<file path="src/rtl/alrp_pkg.sv">
`default_nettype none
package alrp_pkg;

    localparam int MaxEntries = 16;
    localparam int SlotW      = $clog2(MaxEntries);

    localparam logic [1:0] CMD_LOAD  = 2'd0;
    localparam logic [1:0] CMD_START = 2'd1;
    localparam logic [1:0] CMD_BYTE  = 2'd2;

    localparam logic [1:0] KIND_GET   = 2'd0;
    localparam logic [1:0] KIND_MULTI = 2'd1;
    localparam logic [1:0] KIND_PAGE  = 2'd2;

    localparam logic [2:0] ST_ENTRY    = 3'd0;
    localparam logic [2:0] ST_FINISHED = 3'd1;
    localparam logic [2:0] ST_BELOW    = 3'd2;
    localparam logic [2:0] ST_SHORT    = 3'd3;
    localparam logic [2:0] ST_BADTYPE  = 3'd4;
    localparam logic [2:0] ST_OVERRUN  = 3'd5;
    localparam logic [2:0] ST_UNREQ    = 3'd6;

    localparam logic [1:0] CFG_ENTRY_COUNT = 2'd0;
    localparam logic [1:0] CFG_RECEIVED    = 2'd1;
    localparam logic [1:0] CFG_START       = 2'd2;

    localparam logic [3:0] LIST_PLAIN  = 4'h9;
    localparam logic [3:0] LIST_MULTI  = 4'hf;
    localparam logic [15:0] NOT_PRESENT = 16'hffff;
    localparam logic [4:0] ENTRY_HDR   = 5'd10;
    localparam logic [4:0] MULTI_HDR   = 5'd18;

    typedef struct packed {
        logic [1:0]  command;
        logic [3:0]  slot;
        logic [1:0]  kind;
        logic [31:0] attr_page;
        logic [31:0] attr_number;
        logic [15:0] max_len;
        logic [7:0]  data_byte;
    } in_item_t;

    typedef struct packed {
        logic [3:0]  out_slot;
        logic [63:0] object_id;
        logic [31:0] value_offset;
        logic [15:0] value_len;
        logic        present;
        logic [2:0]  status;
        logic        last;
    } out_item_t;

endpackage
`default_nettype wire

</file>
<file path="src/rtl/alrp_ram.sv">
`default_nettype none
module alrp_ram #(
    parameter int Width = 8,
    parameter int Depth = 16
) (
    input  wire logic                     clk,
    input  wire logic                     we,
    input  wire logic [$clog2(Depth)-1:0] waddr,
    input  wire logic [Width-1:0]         wdata,
    input  wire logic [$clog2(Depth)-1:0] raddr,
    output logic      [Width-1:0]         rdata
);
    logic [Width-1:0] mem [Depth];

    always_ff @(posedge clk)
    begin
        if (we)
        begin
            mem[waddr] <= wdata;
        end
        rdata <= mem[raddr];
    end
endmodule
`default_nettype wire

</file>
<file path="src/rtl/attribute_list_response_parser.sv">
// channel | dir | handshake      | payload
// in      | in  | in_valid/stall | alrp_pkg::in_item_t
// out     | out | out_valid/stall| alrp_pkg::out_item_t
// cfg     | in  | cfg_valid/ready| cfg_index, cfg_data
// Load and data beats are accepted directly; the last header byte of an entry walks
// the request table through the RAM read port, reading and then comparing each slot
// up to the matching one, or through every slot when none matches.
// A start walks the table the same way, up to the first page get.
// Each result waits in the output register; a second result of the same beat is
// held until the first drains. Input stalls during a walk and while a result waits.
// Reset idles the parser; table contents are undefined until loaded.
`default_nettype none
module attribute_list_response_parser (
    input  wire logic                clk,
    input  wire logic                rst_n,
    input  wire logic                in_valid,
    output logic                     in_stall,
    input  wire alrp_pkg::in_item_t  in_data,
    output logic                     out_valid,
    input  wire logic                out_stall,
    output alrp_pkg::out_item_t      out_data,
    input  wire logic                cfg_valid,
    output logic                     cfg_ready,
    input  wire logic [1:0]          cfg_index,
    input  wire logic [31:0]         cfg_data
);
    import alrp_pkg::*;

    typedef enum logic [4:0] {
        S_IDLE  = 5'b00001,
        S_LIST  = 5'b00010,
        S_ENTRY = 5'b00100,
        S_SKIP  = 5'b01000,
        S_WALK  = 5'b10000
    } phase_t;

    phase_t      phase_reg, phase_next;
    logic        walk_start_reg, walk_start_next;
    logic [SlotW:0] widx_reg, widx_next;
    logic        wpend_reg, wpend_next;
    logic        any_get_reg, any_get_next, any_multi_reg, any_multi_next;
    logic [4:0]  ecount_reg;
    logic [31:0] rxlen_reg, rstart_reg;
    logic [31:0] remain_reg, remain_next, boff_reg, boff_next;
    logic [63:0] shift_reg, shift_next;
    logic [31:0] epage_reg, epage_next, enum_reg, enum_next;
    logic [15:0] elen_reg, elen_next, bcnt_reg, bcnt_next;
    logic        multi_reg, multi_next;
    logic [31:0] cur_reg, cur_next;
    out_item_t   obuf_reg, obuf_next, pend_reg, pend_next;
    logic        ovalid_reg, ovalid_next, pvalid_reg, pvalid_next;

    logic [63:0] ids_rd;
    logic [17:0] info_rd;
    logic        tbl_we;
    logic [SlotW-1:0] raddr;
    logic [SlotW:0] used;
    logic [4:0]  hdr;
    logic        accept, out_free;
    logic [31:0] avail;

    assign used = (ecount_reg > 5'(MaxEntries)) ? (SlotW+1)'(MaxEntries)
                                                : (SlotW+1)'(ecount_reg);
    assign hdr = multi_reg ? MULTI_HDR : ENTRY_HDR;
    assign avail = rxlen_reg - rstart_reg;
    assign out_free = !ovalid_reg || !out_stall;
    assign in_stall = (phase_reg == S_WALK) || wpend_reg || pvalid_reg || !out_free;
    assign accept = in_valid && !in_stall;
    assign cfg_ready = 1'b1;
    assign tbl_we = accept && in_data.command == CMD_LOAD
                    && {1'b0, in_data.slot} < 5'(MaxEntries);
    assign raddr = widx_next[SlotW-1:0];
    assign out_valid = ovalid_reg;
    assign out_data = obuf_reg;

    alrp_ram #(.Width(64), .Depth(MaxEntries)) u_ids (
        .clk(clk), .we(tbl_we), .waddr(in_data.slot[SlotW-1:0]),
        .wdata({in_data.attr_page, in_data.attr_number}),
        .raddr(raddr), .rdata(ids_rd));
    alrp_ram #(.Width(18), .Depth(MaxEntries)) u_info (
        .clk(clk), .we(tbl_we), .waddr(in_data.slot[SlotW-1:0]),
        .wdata({in_data.kind, in_data.max_len}),
        .raddr(raddr), .rdata(info_rd));

    function automatic out_item_t mk(input logic [3:0] s, input logic [63:0] o,
                                     input logic [31:0] off, input logic [15:0] l,
                                     input logic [2:0] st, input logic lst);
        out_item_t r;
        r.out_slot = s; r.object_id = o; r.value_offset = off; r.value_len = l;
        r.present = l != 16'd0; r.status = st; r.last = lst;
        return r;
    endfunction

    always_comb
    begin
        logic [15:0] item, usable;
        logic [31:0] rem2, skip, pos;
        logic [2:0]  pad;
        logic        emit1, emit2;
        out_item_t   r1, r2;
        phase_next = phase_reg; walk_start_next = walk_start_reg;
        widx_next = widx_reg; wpend_next = 1'b0;
        any_get_next = any_get_reg; any_multi_next = any_multi_reg;
        remain_next = remain_reg; boff_next = boff_reg; shift_next = shift_reg;
        epage_next = epage_reg; enum_next = enum_reg; elen_next = elen_reg;
        bcnt_next = bcnt_reg; multi_next = multi_reg; cur_next = cur_reg;
        obuf_next = obuf_reg; pend_next = pend_reg; pvalid_next = pvalid_reg;
        ovalid_next = ovalid_reg && out_stall;
        item = '0; usable = '0; rem2 = '0; skip = '0; pad = '0; pos = '0;
        emit1 = 1'b0; emit2 = 1'b0;
        r1 = '0; r2 = '0;
        if (pvalid_reg && out_free)
        begin
            obuf_next = pend_reg; ovalid_next = 1'b1; pvalid_next = 1'b0;
        end
        if (phase_reg == S_WALK)
        begin
            if (!wpend_reg && widx_reg != used)
            begin
                wpend_next = 1'b1;
            end
            else if (wpend_reg)
            begin
                if (walk_start_reg)
                begin
                    if (info_rd[17:16] == KIND_PAGE)
                    begin
                        usable = (avail < {16'd0, info_rd[15:0]}) ? avail[15:0]
                                                                   : info_rd[15:0];
                        r1 = mk(widx_reg[3:0], '0, '0, usable, ST_ENTRY, 1'b0);
                        r2 = mk('0, '0, '0, '0, ST_FINISHED, 1'b1);
                        emit1 = 1'b1; emit2 = 1'b1; phase_next = S_IDLE;
                    end
                    else
                    begin
                        any_get_next = any_get_reg || info_rd[17:16] == KIND_GET;
                        any_multi_next = any_multi_reg || info_rd[17:16] == KIND_MULTI;
                        widx_next = widx_reg + 1'b1;
                    end
                end
                else if (info_rd[17:16] <= KIND_MULTI && ids_rd == {epage_reg, enum_reg})
                begin
                    item = (elen_reg == NOT_PRESENT) ? 16'd0 : elen_reg;
                    usable = ({16'd0, item} > remain_reg) ? remain_reg[15:0] : item;
                    if (usable > info_rd[15:0])
                        usable = info_rd[15:0];
                    r1 = mk(widx_reg[3:0], multi_reg ? shift_reg : 64'd0,
                            cur_reg + 32'd1, usable, ST_ENTRY, 1'b0);
                    emit1 = 1'b1;
                    pad = 3'(4'd8 - 4'((5'd10 + 5'(item[2:0])) & 5'd7));
                    skip = {16'd0, item} + {29'd0, pad};
                    rem2 = remain_reg - skip;
                    if (skip >= remain_reg || rem2 < {27'd0, hdr})
                    begin
                        r2 = mk('0, '0, '0, '0, ST_FINISHED, 1'b1);
                        emit2 = 1'b1; phase_next = S_IDLE;
                    end
                    else
                    begin
                        remain_next = rem2; bcnt_next = skip[15:0]; phase_next = S_SKIP;
                    end
                end
                else
                begin
                    widx_next = widx_reg + 1'b1;
                end
            end
            else
            begin
                if (walk_start_reg)
                begin
                    if (!any_get_reg && !any_multi_reg)
                    begin
                        r1 = mk('0, '0, '0, '0, ST_FINISHED, 1'b1);
                        emit1 = 1'b1; phase_next = S_IDLE;
                    end
                    else if (avail < 32'd8)
                    begin
                        r1 = mk('0, '0, '0, '0, ST_SHORT, 1'b1);
                        emit1 = 1'b1; phase_next = S_IDLE;
                    end
                    else
                    begin
                        multi_next = any_multi_reg; remain_next = avail;
                        boff_next = '0; bcnt_next = '0; shift_next = '0;
                        phase_next = S_LIST;
                    end
                end
                else
                begin
                    r1 = mk('0, '0, '0, '0, ST_UNREQ, 1'b1);
                    emit1 = 1'b1; phase_next = S_IDLE;
                end
            end
        end
        else if (accept && in_data.command == CMD_START)
        begin
            if (rxlen_reg < rstart_reg)
            begin
                r1 = mk('0, '0, '0, '0, ST_BELOW, 1'b1);
                emit1 = 1'b1; phase_next = S_IDLE;
            end
            else
            begin
                phase_next = S_WALK; walk_start_next = 1'b1; widx_next = '0;
                any_get_next = 1'b0; any_multi_next = 1'b0;
            end
        end
        else if (accept && in_data.command == CMD_BYTE && phase_reg != S_IDLE)
        begin
            cur_next = boff_reg; boff_next = boff_reg + 32'd1;
            case (phase_reg)
                S_LIST:
                begin
                    if (bcnt_reg == 16'd0 && !((in_data.data_byte[3:0] == LIST_PLAIN && !multi_reg)
                        || (in_data.data_byte[3:0] == LIST_MULTI && multi_reg)))
                    begin
                        r1 = mk('0, '0, '0, '0, ST_BADTYPE, 1'b1);
                        emit1 = 1'b1; phase_next = S_IDLE;
                    end
                    else
                    begin
                        if (bcnt_reg >= 16'd4)
                            shift_next = {32'd0, shift_reg[23:0], in_data.data_byte};
                        if (bcnt_reg < 16'd7)
                            bcnt_next = bcnt_reg + 16'd1;
                        else if ({1'b0, shift_next[31:0]} + 33'd8 > {1'b0, remain_reg})
                        begin
                            r1 = mk('0, '0, '0, '0, ST_OVERRUN, 1'b1);
                            emit1 = 1'b1; phase_next = S_IDLE;
                        end
                        else
                        begin
                            remain_next = shift_next[31:0];
                            phase_next = S_ENTRY; bcnt_next = '0; shift_next = '0;
                            epage_next = '0; enum_next = '0; elen_next = '0;
                            if (remain_next < {27'd0, hdr})
                            begin
                                r1 = mk('0, '0, '0, '0, ST_FINISHED, 1'b1);
                                emit1 = 1'b1; phase_next = S_IDLE;
                            end
                        end
                    end
                end
                S_ENTRY:
                begin
                    pos = {16'd0, bcnt_reg} - (multi_reg ? 32'd8 : 32'd0);
                    if (multi_reg && bcnt_reg < 16'd8)
                        shift_next = {shift_reg[55:0], in_data.data_byte};
                    else if (pos < 32'd4)
                        epage_next = {epage_reg[23:0], in_data.data_byte};
                    else if (pos < 32'd8)
                        enum_next = {enum_reg[23:0], in_data.data_byte};
                    else
                        elen_next = {elen_reg[7:0], in_data.data_byte};
                    if (bcnt_reg + 16'd1 < {11'd0, hdr})
                        bcnt_next = bcnt_reg + 16'd1;
                    else
                    begin
                        remain_next = remain_reg - {27'd0, hdr};
                        phase_next = S_WALK; walk_start_next = 1'b0; widx_next = '0;
                    end
                end
                S_SKIP:
                begin
                    if (bcnt_reg <= 16'd1)
                    begin
                        phase_next = S_ENTRY; bcnt_next = '0; shift_next = '0;
                        epage_next = '0; enum_next = '0; elen_next = '0;
                    end
                    else
                        bcnt_next = bcnt_reg - 16'd1;
                end
                default:
                begin
                    phase_next = S_IDLE;
                end
            endcase
        end
        if (emit1)
        begin
            if (!ovalid_next)
            begin
                obuf_next = r1; ovalid_next = 1'b1;
                if (emit2)
                begin
                    pend_next = r2; pvalid_next = 1'b1;
                end
            end
            else
            begin
                pend_next = r1; pvalid_next = 1'b1;
            end
        end
    end

    always_ff @(posedge clk or negedge rst_n)
    begin
        if (!rst_n)
        begin
            phase_reg <= S_IDLE; walk_start_reg <= 1'b0; widx_reg <= '0;
            wpend_reg <= 1'b0; any_get_reg <= 1'b0; any_multi_reg <= 1'b0;
            ecount_reg <= '0; rxlen_reg <= '0; rstart_reg <= '0;
            remain_reg <= '0; boff_reg <= '0; shift_reg <= '0;
            epage_reg <= '0; enum_reg <= '0; elen_reg <= '0; bcnt_reg <= '0;
            multi_reg <= 1'b0; ovalid_reg <= 1'b0; pvalid_reg <= 1'b0;
        end
        else
        begin
            phase_reg <= phase_next; walk_start_reg <= walk_start_next;
            widx_reg <= widx_next; wpend_reg <= wpend_next;
            any_get_reg <= any_get_next; any_multi_reg <= any_multi_next;
            remain_reg <= remain_next; boff_reg <= boff_next; shift_reg <= shift_next;
            epage_reg <= epage_next; enum_reg <= enum_next; elen_reg <= elen_next;
            bcnt_reg <= bcnt_next; multi_reg <= multi_next;
            ovalid_reg <= ovalid_next; pvalid_reg <= pvalid_next;
            if (cfg_valid)
            begin
                case (cfg_index)
                    CFG_ENTRY_COUNT: ecount_reg <= cfg_data[4:0];
                    CFG_RECEIVED:    rxlen_reg <= cfg_data;
                    CFG_START:       rstart_reg <= cfg_data;
                    default:         ;
                endcase
            end
        end
    end

    always_ff @(posedge clk)
    begin
        cur_reg <= cur_next; obuf_reg <= obuf_next; pend_reg <= pend_next;
    end
endmodule
`default_nettype wire
</file>
<file path="config.mk">
export PLATFORM = sky130hd
export DESIGN_NAME = attribute_list_response_parser
export DESIGN_NICKNAME = d
export VERILOG_FILES = /design/src/rtl/alrp_pkg.sv /design/src/rtl/alrp_ram.sv /design/src/rtl/attribute_list_response_parser.sv
export SDC_FILE = /design/constraint.sdc
export NUM_CORES = 2
export LEC_CHECK = 0
export BUFFER_PORTS_ARGS = -buffer_cell sky130_fd_sc_hd__buf_2
export CORE_MARGIN = 4
export CORE_UTILIZATION = 56
export DETAILED_ROUTE_END_ITERATION = 6
export PLACE_DENSITY = 0.76
export SLEW_MARGIN = 20
export SYNTH_ARGS = -nofsm -noshare
export SYNTH_HDL_FRONTEND = slang
export SYNTH_SLANG_ARGS = --single-unit
</file>
<file path="constraint.sdc">
create_clock -name clk -period 11.1 [get_ports clk]
set_input_delay 2.22 -clock clk [delete_from_list [all_inputs] [get_ports clk]]
set_output_delay 2.22 -clock clk [all_outputs]
set_load 0.005 [all_outputs]
</file>
==> metrics.yaml <==
internal-power_mw: 14.2
die_area_um2: 161000
postCtsSetupBuffers: 0
finalHoldViolations: 0
dr.pass1.iters: 6
clock-sinks: 1978
synth-seq-cells: 1978
p_leak_nw: 34.7
cp.required_ns: 11.61
critPathCaptureType: "register"
swShare: 0.308
status: "completed"
min_from: "boff_reg[31]"
slew_viol_final: 0
grt_pass1_wl_um: 348000
yosysSeqAreaShare: 0.646
power.switching_mw: 6.30
path_class: "reg -> reg"
grt_max_degree: 211
drive_above_1_share: 0.188
slowest_delay_ns: 0.67
p_clk_frac: 0.322
pwr-share-comb: 0.242
postRouteAntennaNets: 0
crit_path_start: "elen_reg[5]"
io_pins: 259
vias_per_cell: 6.49
worst_pin_slew_ns: 1.19
slowest_stage: "or4b_2"
drtIter0Drc: 6614
cts_max_level: 4
clockRootBuffer: "clkbuf_16"
syn_area_um2: 86300
timing.final.ws_setup_ns: 2.78
hp-class: "reg -> reg"
synth_edf_count: 1465
nFillCells: 10826
synth.avg_cell_area_um2: 14.4
vias: 54610
synth_top_cells_by_count: "1465 x edfxtp_1, 508 x nand2_1, 328 x mux4_2"
synth_flop_cell: "edfxtp_1"
ys_warn_count: 0
setup-tns-final_ns: 0
rows: 143
cts_tree: "yes"
max_slew_margin: 0.202
drc: 0
finalCritPeriodShare: 0.750
vdd_drop_max_v: 0.000288
cts_buffers: 192
place_congestion: 0.949
largest_register_ffs: 1024
ys_types: 100
cts_resized: 0
async_flop_share: 0.157
finalSetupViolCount: 0
timing.rr.start: "elen_reg[5]"
critPathMaxFanout: 19
die_x_um: 401
synth_cells: 6015
maxCapViolCount: 0
top_register: "u_ids.mem"
initial_core_util: 0.566
coreArea_um2: 153000
ys_top_cells_by_area: "edfxtp_1 51%, dfrtp_1 9.0%, mux4_2 8.6%"
post-dp-hpwl_um: 137000
synth_top_cell_by_area: "edfxtp_1"
yosysMostFrequentCell: "edfxtp_1"
cts_hold_buffers: 0
power_density_nw_per_um2: 213
top_regs: "u_ids.mem (1024), u_info.mem (288)"
skew_ns: 0.0831
overflow: 0
port-buffer-count: 257
clockBufferDepth: 3
min_period_ns: 8.32
grt.total_usage: 0.286
drt-wirelength-per-cell_um: 27.8
pre_cts_slack_ns: 2.75
place_area_um2: 89700
die_y_um: 401
wirelength_um: 234000
pwr-share-seq: 0.436
area_growth_pct: 11.4
design_area_um2: 96200
crit_chain: "and4_1 -> and2_0 -> nand4b_1 -> and2_1 -> ha_1 -> nand3_1 -> or4_1 -> or4b_2 -> nand4_1 -> nor3_1 -> or2_2 -> ha_1 -> a21oi_1 -> a21oi_1 -> a211oi_1 -> o21ai_2 -> and2_1 -> o31ai_1 -> nand4_1 -> nor4_1 -> nor3_1 -> a21oi_1 -> nor3_1"
arrival_ns: 8.83
clkTransAtPathRegs_ns: 0.06
grt_antenna_before_repair: 35
clock_latency_ns: 0.85
yosys.area.top_type_share: 0.510
rsz0062_at_grt: "false"
nets: 6476
grt_pass1_vias: 54425
fmax_mhz: 120
start_kind: "register"
==> cells in the final DEF, fill, tap and decap left out, drive strengths merged, types with 16 or more instances in the layout <==
cell / count
dfrtp: 309
or3: 32
nand4: 81
nor2b: 21
and4: 22
edfxtp: 1465
o21ai: 240
dfxtp: 203
ha: 146
or2: 25
clkinv: 76
xor2: 48
a21boi: 21
o21a: 18
nor4: 51
nand2: 509
a31oi: 29
o22ai: 36
a22oi: 169
o211ai: 25
buf: 350
nor2: 245
and2: 33
xnor2: 149
a22o: 66
diode: 16
nor3: 95
mux4: 328
nand3: 109
mux2i: 129
o221ai: 16
clkbuf: 270
a21o: 40
inv: 135
a21oi: 316
mux2: 149
and3: 139
nand2b: 17
o31ai: 33
a211oi: 26
==> metrics by stage <==
step | std cells | total power [mW] | util | hold slack, ns
after floorplan | 6016 | 12.1 | - | 0.423
after CTS | 8394 | 20.5 | 0.630 | 0.472
after detailed placement | 8030 | 14.0 | 0.588 | 0.466
after global placement | 8030 | 13.9 | 0.588 | 0.457
after global routing | 8401 | 21.3 | 0.630 | 0.498
final | 8410 | 20.5 | 0.630 | 0.479
==> cells by family (layout without fill, tap and decap cells) <==
| group | after synthesis | after routing | synth area share |
|---|---|---|---|
| adder cells (fa/ha/maj) | 147 | 147 | 0.0214 |
| AO/OA/AOI/OAI | 1155 | 1155 | 0.0872 |
| buffers and inverters | 501 | 849 | 0.0240 |
| flip-flops | 1978 | 1978 | 0.646 |
| multiplexers | 606 | 606 | 0.120 |
| AND/OR/NAND/NOR | 1430 | 1430 | 0.0810 |
| XOR/XNOR | 197 | 197 | 0.0200 |
| other | 1 | 18 | 0.0000434 |
==> critical path, delay by kind of cell (launching register included) <==
family	cells	cell delay [ns]
simple gates	15	5.29
compound gates	6	1.53
fa+ha+maj	2	0.67
flops	1	0.55
==> final cells by class <==
cell class	instances	area, µm²	share of cell area
multi-input combinational	3537	28700	0.298
sequential	1978	55800	0.580
timing repair buffer	350	2110	0.0219
tap	2030	2540	0.0264
clock inverter	94	1060	0.0110
clock buffer	270	5420	0.0563
inverter	135	507	0.00527
antenna	16	40.0	0.000416
==> metal layers <==
metal  GRT usage  up-vias  wire, µm
li1            -    23715         -
met1       0.373    27464     87200
met2       0.474     2870    116000
met3      0.0579      543     20600
met4       0.115       18      9690
met5           0        -       114
==> worst paths after layout <==
path,end,slack [ns],cells past startpoint
max reg2reg,pend_reg[4],2.78,23
min,cur_reg[31],0.48,0
max in group asynchronous,enum_reg[7],7.58,3
min reg2reg,cur_reg[31],0.48,0
min in group asynchronous,rxlen_reg[24],1.44,1
max,pend_reg[4],2.78,23
==> power by group through the flow <==
| stage | clock network [mW] | registers (mW) | logic (mW) |
|---|---|---|---|
| floorplan | 0 | 8.84 | 3.31 |
| global placement | 0 | 9.06 | 4.81 |
| detailed placement | 0 | 9.07 | 4.88 |
| CTS | 6.66 | 8.92 | 4.95 |
| global route | 7.00 | 8.96 | 5.35 |
| finish | 6.59 | 8.93 | 4.97 |
Note: power is estimated with default switching activity, not from simulation.
